--- src/rtl/ptq_pkg.sv ---
// Shared constants, codes and types for the periodic timer queue.
// No dependencies.
`timescale 1ns / 1ps
`default_nettype none
package ptq_pkg;
    localparam int CAPACITY    = 16;
    localparam int SLOT_W      = (CAPACITY > 1) ? $clog2(CAPACITY) : 1;
    localparam int MAX_RESULTS = 16;
    localparam int CNT_W       = $clog2(MAX_RESULTS + 1);
    localparam int TIME_W      = 32;
    localparam int DELAY_W     = 24;
    localparam int TAG_W       = 8;
    localparam int QDEPTH      = 2;

    localparam logic CMD_ADD  = 1'b0;
    localparam logic CMD_TICK = 1'b1;

    localparam logic [1:0] ST_FIRED  = 2'd0;
    localparam logic [1:0] ST_ADD_OK = 2'd1;
    localparam logic [1:0] ST_FULL   = 2'd2;
    localparam logic [1:0] ST_NONE   = 2'd3;

    typedef struct packed {
        logic               command;
        logic [DELAY_W-1:0] delay;
        logic [DELAY_W-1:0] reload;
        logic [TAG_W-1:0]   tag;
    } t_cmd;
endpackage
`default_nettype wire

--- src/rtl/ptq_front.sv ---
// Front end: accepts input transactions into a two-entry command queue.
// Depends on ptq_pkg.
`timescale 1ns / 1ps
`default_nettype none
module ptq_front import ptq_pkg::*; (
    input  wire logic               i_clk,
    input  wire logic               i_rst_n,
    input  wire logic               i_valid,
    output logic                    o_ready,
    input  wire logic               i_command,
    input  wire logic [DELAY_W-1:0] i_delay,
    input  wire logic [DELAY_W-1:0] i_reload,
    input  wire logic [TAG_W-1:0]   i_timer_tag,
    output logic                    o_cmd_valid,
    output t_cmd                    o_cmd,
    input  wire logic               i_cmd_pop
);
    t_cmd       r_mem [QDEPTH];
    logic       r_wr;
    logic       r_rd;
    logic [1:0] r_cnt;
    logic       push;
    logic       pop;

    assign o_ready     = (r_cnt != 2'(QDEPTH));
    assign push        = i_valid && o_ready;
    assign o_cmd_valid = (r_cnt != 2'd0);
    assign pop         = i_cmd_pop && o_cmd_valid;
    assign o_cmd       = r_mem[r_rd];

    always_ff @(posedge i_clk) begin
        if (push) begin
            r_mem[r_wr] <= '{command: i_command, delay: i_delay,
                             reload: i_reload, tag: i_timer_tag};
        end
        if (!i_rst_n) begin
            r_wr  <= 1'b0;
            r_rd  <= 1'b0;
            r_cnt <= 2'd0;
        end else begin
            if (push) r_wr <= ~r_wr;
            if (pop) r_rd <= ~r_rd;
            r_cnt <= r_cnt + 2'(push) - 2'(pop);
        end
    end
endmodule
`default_nettype wire

--- src/rtl/ptq_engine.sv ---
// Back end: timer slots, time count, due-timer scan and output register.
// Depends on ptq_pkg.
`timescale 1ns / 1ps
`default_nettype none
module ptq_engine import ptq_pkg::*; (
    input  wire logic        i_clk,
    input  wire logic        i_rst_n,
    input  wire logic        i_cmd_valid,
    input  wire t_cmd        i_cmd,
    output logic             o_cmd_pop,
    output logic             o_valid,
    input  wire logic        i_ready,
    output logic [1:0]       o_status,
    output logic [TAG_W-1:0] o_fired_tag,
    output logic             o_last
);
    localparam logic [1:0] S_IDLE   = 2'd0;
    localparam logic [1:0] S_SCAN   = 2'd1;
    localparam logic [1:0] S_DECIDE = 2'd2;

    logic [1:0]        r_state;
    logic [TIME_W-1:0] r_time;
    logic              r_valid [CAPACITY];
    logic [TIME_W-1:0] r_dl    [CAPACITY];
    logic [DELAY_W-1:0] r_rl   [CAPACITY];
    logic [TAG_W-1:0]  r_tag   [CAPACITY];
    logic [SLOT_W-1:0] r_idx;
    logic [SLOT_W-1:0] r_best;
    logic [TIME_W-1:0] r_best_age;
    logic              r_found;
    logic [CNT_W-1:0]  r_count;
    logic              r_pend;
    logic [TAG_W-1:0]  r_pend_tag;
    logic              r_ovalid;
    logic [1:0]        r_ostatus;
    logic [TAG_W-1:0]  r_otag;
    logic              r_olast;

    logic              out_free;
    logic [TIME_W-1:0] age;
    logic              due;
    logic              free_any;
    logic [SLOT_W-1:0] free_idx;
    logic              fire;

    assign out_free    = !r_ovalid || i_ready;
    assign o_valid     = r_ovalid;
    assign o_status    = r_ostatus;
    assign o_fired_tag = r_otag;
    assign o_last      = r_olast;
    assign o_cmd_pop   = (r_state == S_IDLE) && i_cmd_valid && out_free;
    assign age         = r_time - r_dl[r_idx];
    assign due         = r_valid[r_idx] && !age[TIME_W-1];
    assign fire        = r_found && (r_count < CNT_W'(MAX_RESULTS));

    always_comb begin
        free_any = 1'b0;
        free_idx = '0;
        for (int i = CAPACITY - 1; i >= 0; i--) begin
            if (!r_valid[i]) begin
                free_any = 1'b1;
                free_idx = SLOT_W'(i);
            end
        end
    end

    always_ff @(posedge i_clk) begin
        if (!i_rst_n) begin
            r_state  <= S_IDLE;
            r_time   <= '0;
            r_ovalid <= 1'b0;
            for (int i = 0; i < CAPACITY; i++) r_valid[i] <= 1'b0;
        end else begin
            if (r_ovalid && i_ready) r_ovalid <= 1'b0;
            case (r_state)
                S_IDLE: begin
                    if (o_cmd_pop) begin
                        if (i_cmd.command == CMD_ADD) begin
                            r_ovalid  <= 1'b1;
                            r_otag    <= '0;
                            r_olast   <= 1'b1;
                            r_ostatus <= free_any ? ST_ADD_OK : ST_FULL;
                            if (free_any) begin
                                r_valid[free_idx] <= 1'b1;
                                r_dl[free_idx]  <= r_time + TIME_W'(i_cmd.delay);
                                r_rl[free_idx]  <= i_cmd.reload;
                                r_tag[free_idx] <= i_cmd.tag;
                            end
                        end else begin
                            r_time  <= r_time + 1'b1;
                            r_count <= '0;
                            r_pend  <= 1'b0;
                            r_idx   <= '0;
                            r_found <= 1'b0;
                            r_state <= S_SCAN;
                        end
                    end
                end
                S_SCAN: begin
                    if (due && (!r_found || age > r_best_age)) begin
                        r_found    <= 1'b1;
                        r_best     <= r_idx;
                        r_best_age <= age;
                    end
                    if (r_idx == SLOT_W'(CAPACITY - 1)) begin
                        r_state <= S_DECIDE;
                    end else begin
                        r_idx <= r_idx + 1'b1;
                    end
                end
                S_DECIDE: begin
                    if (fire) begin
                        if (!r_pend || out_free) begin
                            if (r_pend) begin
                                r_ovalid  <= 1'b1;
                                r_ostatus <= ST_FIRED;
                                r_otag    <= r_pend_tag;
                                r_olast   <= 1'b0;
                            end
                            r_pend     <= 1'b1;
                            r_pend_tag <= r_tag[r_best];
                            r_count    <= r_count + 1'b1;
                            if (r_rl[r_best] != '0) begin
                                r_dl[r_best] <= r_time + TIME_W'(r_rl[r_best]);
                            end else begin
                                r_valid[r_best] <= 1'b0;
                            end
                            r_idx   <= '0;
                            r_found <= 1'b0;
                            r_state <= S_SCAN;
                        end
                    end else if (out_free) begin
                        r_ovalid  <= 1'b1;
                        r_olast   <= 1'b1;
                        r_ostatus <= r_pend ? ST_FIRED : ST_NONE;
                        r_otag    <= r_pend ? r_pend_tag : '0;
                        r_state   <= S_IDLE;
                    end
                end
                default: r_state <= S_IDLE;
            endcase
        end
    end
endmodule
`default_nettype wire

--- src/rtl/periodic_timer_queue_top.sv ---
// Top level of the periodic timer queue: command queue front end and
// timer engine. Depends on ptq_pkg, ptq_front and ptq_engine.
//
// Input channel (i_valid/o_ready) carries one command per transaction:
// add a timer (delay, reload, tag) or tick time forward by one unit.
// Output channel (o_valid/i_ready) carries results: status, fired tag and
// a last flag on the final result of each command.
// An add produces one result. A tick finds each fired timer by a scan
// of all CAPACITY slots, one slot per cycle, through a single age
// comparator.
// A two-entry command queue keeps accepting while the engine is busy.
// Reset clears the time count and all slot valid flags; the queue and
// the output register come up empty. When the receiver stalls, the held
// result stays on the outputs and the engine waits before the next one.
`timescale 1ns / 1ps
`default_nettype none
module periodic_timer_queue_top import ptq_pkg::*; (
    input  wire logic               i_clk,
    input  wire logic               i_rst_n,
    input  wire logic               i_valid,
    output logic                    o_ready,
    input  wire logic               i_command,
    input  wire logic [DELAY_W-1:0] i_delay,
    input  wire logic [DELAY_W-1:0] i_reload,
    input  wire logic [TAG_W-1:0]   i_timer_tag,
    output logic                    o_valid,
    input  wire logic               i_ready,
    output logic [1:0]              o_status,
    output logic [TAG_W-1:0]        o_fired_tag,
    output logic                    o_last
);
    logic cmd_valid;
    t_cmd cmd;
    logic cmd_pop;

    ptq_front u_front (
        .i_clk       (i_clk),
        .i_rst_n     (i_rst_n),
        .i_valid     (i_valid),
        .o_ready     (o_ready),
        .i_command   (i_command),
        .i_delay     (i_delay),
        .i_reload    (i_reload),
        .i_timer_tag (i_timer_tag),
        .o_cmd_valid (cmd_valid),
        .o_cmd       (cmd),
        .i_cmd_pop   (cmd_pop)
    );

    ptq_engine u_engine (
        .i_clk       (i_clk),
        .i_rst_n     (i_rst_n),
        .i_cmd_valid (cmd_valid),
        .i_cmd       (cmd),
        .o_cmd_pop   (cmd_pop),
        .o_valid     (o_valid),
        .i_ready     (i_ready),
        .o_status    (o_status),
        .o_fired_tag (o_fired_tag),
        .o_last      (o_last)
    );
endmodule
`default_nettype wire

--- config.mk ---
export PLATFORM = sky130hd
export DESIGN_NAME = periodic_timer_queue_top
export DESIGN_NICKNAME = d
export VERILOG_FILES = /design/src/rtl/ptq_pkg.sv /design/src/rtl/ptq_front.sv /design/src/rtl/ptq_engine.sv /design/src/rtl/periodic_timer_queue_top.sv
export SDC_FILE = /design/constraint.sdc
export NUM_CORES = 1
export LEC_CHECK = 0
export ABC_CLOCK_PERIOD_IN_PS = 10600
export BUFFER_PORTS_ARGS = -buffer_cell sky130_fd_sc_hd__buf_4
export CAP_MARGIN = 20
export CORE_MARGIN = 2
export CORE_UTILIZATION = 50
export CTS_CLUSTER_DIAMETER = 120
export DETAILED_ROUTE_END_ITERATION = 12
export GPL_TIMING_DRIVEN = 0
export PLACE_DENSITY_LB_ADDON = 0.1
export SLEW_MARGIN = 20
export SYNTH_ARGS = -nofsm -noshare
export SYNTH_HDL_FRONTEND = slang
export SYNTH_SLANG_ARGS = --single-unit
--- constraint.sdc ---
create_clock -name i_clk -period 10.6 [get_ports i_clk]
set_clock_uncertainty 0.2 [all_clocks]
set_input_delay 3.18 -clock i_clk [delete_from_list [all_inputs] [get_ports i_clk]]
set_output_delay 3.18 -clock i_clk [all_outputs]
set_load 0.02 [all_outputs]
Yosys cells after proc, flatten, opt, wreduce, memory -nomap -nowiden
Memory sizes are Yosys's and may differ from the RTL's. A register that Yosys moved wholly into a read port is not among the register bits.
Index checks and enable logic that the tools add are counted.
Storage, ports and cells
  register bits after elaboration: 97
  memory bits (writable): 1154
  input port bits: 61
  output and inout port bits: 13
  memories kept: 5
Memories
  u_engine.r_dl: words 16, bits a word 32, read ports 1, clocked after memory_dff 1, wr ports 1, RTL line ptq_engine.sv:24  | logic [TIME_W-1:0] r_dl [CAPACITY];
  u_engine.r_rl: words 16, bits a word 24, read ports 1, clocked after memory_dff 1, wr ports 1, RTL line ptq_engine.sv:25  | logic [DELAY_W-1:0] r_rl [CAPACITY];
  u_engine.r_tag: words 16, bits a word 8, read ports 1, clocked after memory_dff 1, wr ports 1, RTL line ptq_engine.sv:26  | logic [TAG_W-1:0] r_tag [CAPACITY];
  u_front.r_mem: words 2, bits a word 57, read ports 1, clocked after memory_dff 1, wr ports 1, RTL line ptq_front.sv:18  | t_cmd r_mem [QDEPTH];
  u_engine.r_valid: words 16, bits a word 1, read ports 17, clocked after memory_dff 1, wr ports 16, RTL line ptq_engine.sv:23  | logic r_valid [CAPACITY];
Cells by class
  add/sub/neg operators: 8
  magnitude comparators: 2
  equality and inequality tests: 15
  mux-type cells: 126
  bitwise operators: 2
  reduce and logical (&&, ||, !) cells: 31
Operators with widths (number)
  4-bit two-way mux: 27
  32-bit by 24-bit adder with 32-bit output: 2
  1-bit two-way mux: 64
  8-bit two-way mux: 7
  32-bit by 1-bit adder with 32-bit output, second input constant: 1
  32-bit greater-than comparator: 1
  32-bit two-way mux: 1
  32-bit OR reduction: 1
  32-bit subtractor: 1
  2-bit two-way mux: 14
  24-bit nonzero test: 1
  7-bit AND reduction: 3
  5-bit two-way mux: 4
  8-bit one-hot mux with 2 select lines: 1
  4-bit one-hot mux with 3 select lines: 1
  2-bit by 1-bit inequality test with 1-bit output, second input constant: 5
  5-bit one-hot mux with 2 select lines: 1
  1-bit logical AND: 8
  2-bit inequality test, second input constant: 4
  1-bit one-hot mux with 2 select lines: 3
  2-bit one-hot mux with 3 select lines: 1
  3-bit AND reduction: 2
  6-bit AND reduction: 1
  5-bit by 1-bit adder with 5-bit output, second input constant: 1
  21 further kinds: 29

Logic depth before layout (Yosys ltp)
  word-level depth: 25
  gate-level depth with buffers: 28

Hierarchy
From an unflattened synthesis, not the netlist that was laid out.
Second synthesis, totals
  cell total of the unflattened synthesis: 2757
  area total of the unflattened synthesis: 52162.5 sq um
Modules (own cells, without submodules)
  ptq_engine: instances 1, cells an instance 2556, area an instance 47695.7 sq um, seq. area each 33912.5 sq um
  ptq_front: instances 1, cells an instance 201, area an instance 4466.8 sq um, seq. area each 3523.4 sq um

Least setup slack after synthesis
No wires, ideal clock.
  path kind: in2reg
  start: in i_ready
  end: mem u_engine.r_dl[6][0], enable pin
  data arrival time: 7780 ps
  data required time: 9972 ps
  slack: 2192 ps
  stages on the path: 8
  buffers on the path: 0
  cells stage by stage: nor2b_1 -> nor4_2 -> inv_1 -> nor2_1 -> nand2_1 -> or3_1 -> nor3_1 -> o21bai_1
Between the ends
  word-level cells in the longest chain between the ends: 9
  elaborated cells between the ends (all ways): 15
RTL lines
  start, declared: RTL line periodic_timer_queue_top.sv:27  | input wire logic i_ready,
  1-bit logical OR *: RTL line ptq_engine.sv:46  | assign out_free = !r_ovalid || i_ready;
  1-bit logical OR: RTL line ptq_engine.sv:113  | if (!r_pend || out_free) begin
  1-bit two-way mux: RTL line ptq_engine.sv:113
  1-bit two-way mux: RTL line ptq_engine.sv:112  | if (fire) begin
  1-bit two-way mux: RTL line ptq_engine.sv:75  | case (r_state)
  1-bit two-way mux: RTL line ptq_engine.sv:68  | if (!i_rst_n) begin
  1-bit two-way mux (implied by the code): RTL line ptq_engine.sv:124  | r_dl[r_best] <= r_time + TIME_W'(r_rl[r_best]);
  32-bit OR reduction (no line)
  4-bit two-way mux (no line) / 1-bit two-way mux (equally long branches)
  end, declared: RTL line ptq_engine.sv:24
Every way passes the cells marked *; elsewhere a longest branch is shown, timed or not.

==> qor.csv <==
stage;metric;value;unit
status;outcome;finished, final reports clean;
cells_and_area;non-filler instance count after layout;4491;
clock_network;H-tree depth;4;
die;Die H;327;um
place;cell count after placement;4235;
critical_path;Worst Path Class, Setup;flop to flop;
place;port buffer count;73;
cells_and_area;final instance area;60900;um^2
critical_path;CP startpoint kind;flop;
cells_and_area;area grow syn2layout;16.9;%
synthesis;Top FF cell, synth;edfxtp_1;
critical_path;CP Capture Type;flop;
die;Initial Util;0.504;
routing;TritonRoute pass-1 iters;7;
die;row count;118;
power;pwr/cell area;223;nW/um^2
die;Core ar.;103000;um^2
place;Place WS;-175;ps
place;Final Wtd Congestion;0.867;
global_routing;GRT Total Usage;0.250;
synthesis;leading area contributor after synthesis;edfxtp_1;
die;die area;107000;um^2
sta;Min Clock Period, post-route;9870;ps
synthesis;Netlist cell types;68;
synthesis;syn avg cell area;19.3;um^2
routing;vias;27239;
routing;DR WL/cell;29.2;um
sta;Final Cycle Share;0.931;
clock_network;root buffer cell;clkbuf_16;
global_routing;initial antenna violation count;4;
synthesis;Yosys warnings;0;
critical_path;Arrival @ worst endpoint;10120;ps
synthesis;Synth Cell Area;52100;um^2
global_routing;first-pass GRT wire length;190000;um
routing;ANT nets after route;0;
synthesis;ys async rst share;0;
place;dpl cell area;56200;um^2
global_routing;remaining global-route overflow;0;
clock_network;worst skew pair latency;760;ps
cells_and_area;share of cells above drive strength 1;0.272;
clock_network;total CTS buffers;137;
sta;max frequency;101;MHz
routing;drt first-iter violations;2722;
synthesis;Seq cells post-synth;1268;
clock_network;clock-pin slew on the worst setup and hold paths;60;ps
synthesis;Post-synth EDFFs;1204;
sta;total negative setup slack;0;ps
routing;vias per std cell;6.07;
synthesis;syn_nets;2851;
critical_path;critical path data required time;10850;ps
synthesis;count leader, synth;edfxtp_1;
hold_path;Hold WC Path Type;flop to flop;
sta;Fin Hold WS;319;ps
sta;Slew Limit Headroom;0.272;
sta;post-route worst setup slack;735;ps
synthesis;Gate Count Post-Synth;2695;
routing;Post-Route WL;131000;um
cells_and_area;Layout fillers;7565;
synthesis;sequential share of the synthesized area;0.719;
clock_network;Setup Fix Bufs, Post-CTS;0;
job;Max-Cap Viols;0;
clock_network;CTS tree;yes;
cells_and_area;nets;3153;
synthesis;Yosys top cell area share;0.694;
global_routing;pin count of the biggest net entering global routing;34;
power;Final Power;13.6;mW
die;# IOs;74;
clock_network;clock buffer depth;3;
synthesis;top cells by count, synth;1204 x edfxtp_1, 323 x mux4_2, 99 x inv_1;
place;post-detail-place hpwl;89000;um
critical_path;crit-path max FO;21;
power;Max IR drop VDD;0.153;mV
sta;final setup vio count;0;
sta;Slew @ Worst Pin;1090;ps
routing;DRC Markers;0;
global_routing;vias in the first global route;27532;
power;Leak;20.2;nW
sta;count of pins over their slew limit;0;
clock_network;clock sinks;1268;
synthesis;Synth area leaders;edfxtp_1 69%, mux4_2 14%, dfxtp_1 2.5%;
sta;Fin. Hold Viols;0;
die;Die Wd;327;um
cells_and_area;post-layout util;0.589;
sta;unrepaired setup endpoints after global routing;no;
==> layout make-up <==
cell class	instances	area, um^2	area share
multi-input cells	1223	14300	0.234
repair buffers	164	2060	0.0338
flip-flops and latches	1268	37400	0.615
clock buffers	165	3580	0.0587
inverters	100	393	0.00645
plain buffers	103	457	0.00750
well taps	1380	1730	0.0284
diodes	1	2.50	0.0000411
clock inverters	87	975	0.0160
==> per-layer routing <==
metal,wire (um),part of all wire,track usage,vias up
li1,-,-,-,11630
met1,54500,0.42,0.348,14442
met2,65200,0.50,0.409,943
met3,7780,0.059,0.0404,222
met4,3690,0.028,0.0781,2
met5,10,0.000076,0,-
==> path summary, 6_finish.rpt <==
check | startpoint | end | slack, ps | cells past startpoint
max | flop | u_engine.r_best_age[25] | 730 | 25
min reg2reg | u_engine.r_pend_tag[0] | u_engine.o_fired_tag[0] | 320 | 1
max reg2reg | flop | u_engine.r_best_age[25] | 730 | 25
min | u_engine.r_pend_tag[0] | u_engine.o_fired_tag[0] | 320 | 1
==> logic make-up (layout without fill, tap and decap cells) <==
family,count (synthesis),after routing,share of synthesized area
compound gates,264,264,0.0337
xor+xnor,75,75,0.0126
mux,417,417,0.160
other cells,0,1,0
fa+ha+maj,95,95,0.0231
simple gates,372,372,0.0360
flops,1268,1268,0.719
buf+inv,204,619,0.0157
==> placed cells by master (no fill, tap or decap), drive strengths merged, types with 41 or more instances in the layout <==
cell,count
buf,197
ha,93
mux2,91
xnor2,53
nand2,82
dfxtp,64
clkbuf,235
and2,44
mux4,323
nor2,84
o21ai,46
inv,107
clkinv,61
nand3,41
a21oi,59
edfxtp,1204
==> critical path, cell delays in order (launching register included) <==
cell	delay, ps
dfxtp_1	430
clkbuf_1	760
buf_1	570
clkbuf_1	750
mux4_2	420
mux4_2	480
inv_1	200
ha_1	150
clkbuf_1	240
nand4_1	200
or3_1	400
a21o_1	210
a2111oi_1	710
o21ai_0	390
and2_1	290
ha_1	310
nand4_1	150
nor2_1	190
nand4_1	210
nor3_1	620
o311a_1	310
a211oi_1	100
or3_1	470
a21oi_4	330
buf_8	230
buf_16	180
==> registers in the layout, summed over array words and instances, names as in the netlist, named ones only <==
name and cells:
u_engine.r_dl 512, u_engine.r_idx 4, u_engine.o_fired_tag 8, u_engine.r_time 32, u_engine.r_rl 384, u_engine.r_pend 1, u_engine.o_valid 1, u_engine.o_last 1
u_engine.o_status 2, u_engine.r_pend_tag 8, u_front.r_cnt 2, u_engine.r_state 2, u_engine.r_best_age 32, u_engine.r_count 5, u_engine.r_found 1, u_front.r_wr 1
u_front.r_mem 114, u_engine.r_tag 128, u_front.r_rd 1, u_engine.r_valid 16, u_engine.r_best 4
==> timing repair <==
action / in CTS / in global routing
resized for setup: 2 / 4
hold buffers: 0 / 0
cloned: 0 / 0
endpoints found under the setup margin: 21 / 40
==> power by group <==
group | switching (mW) | internal (mW)
Clock | 1.97 | 2.84
Combinational | 1.66 | 1.00
Sequential | 0.0555 | 6.06
(Power assumes the default switching activity.)
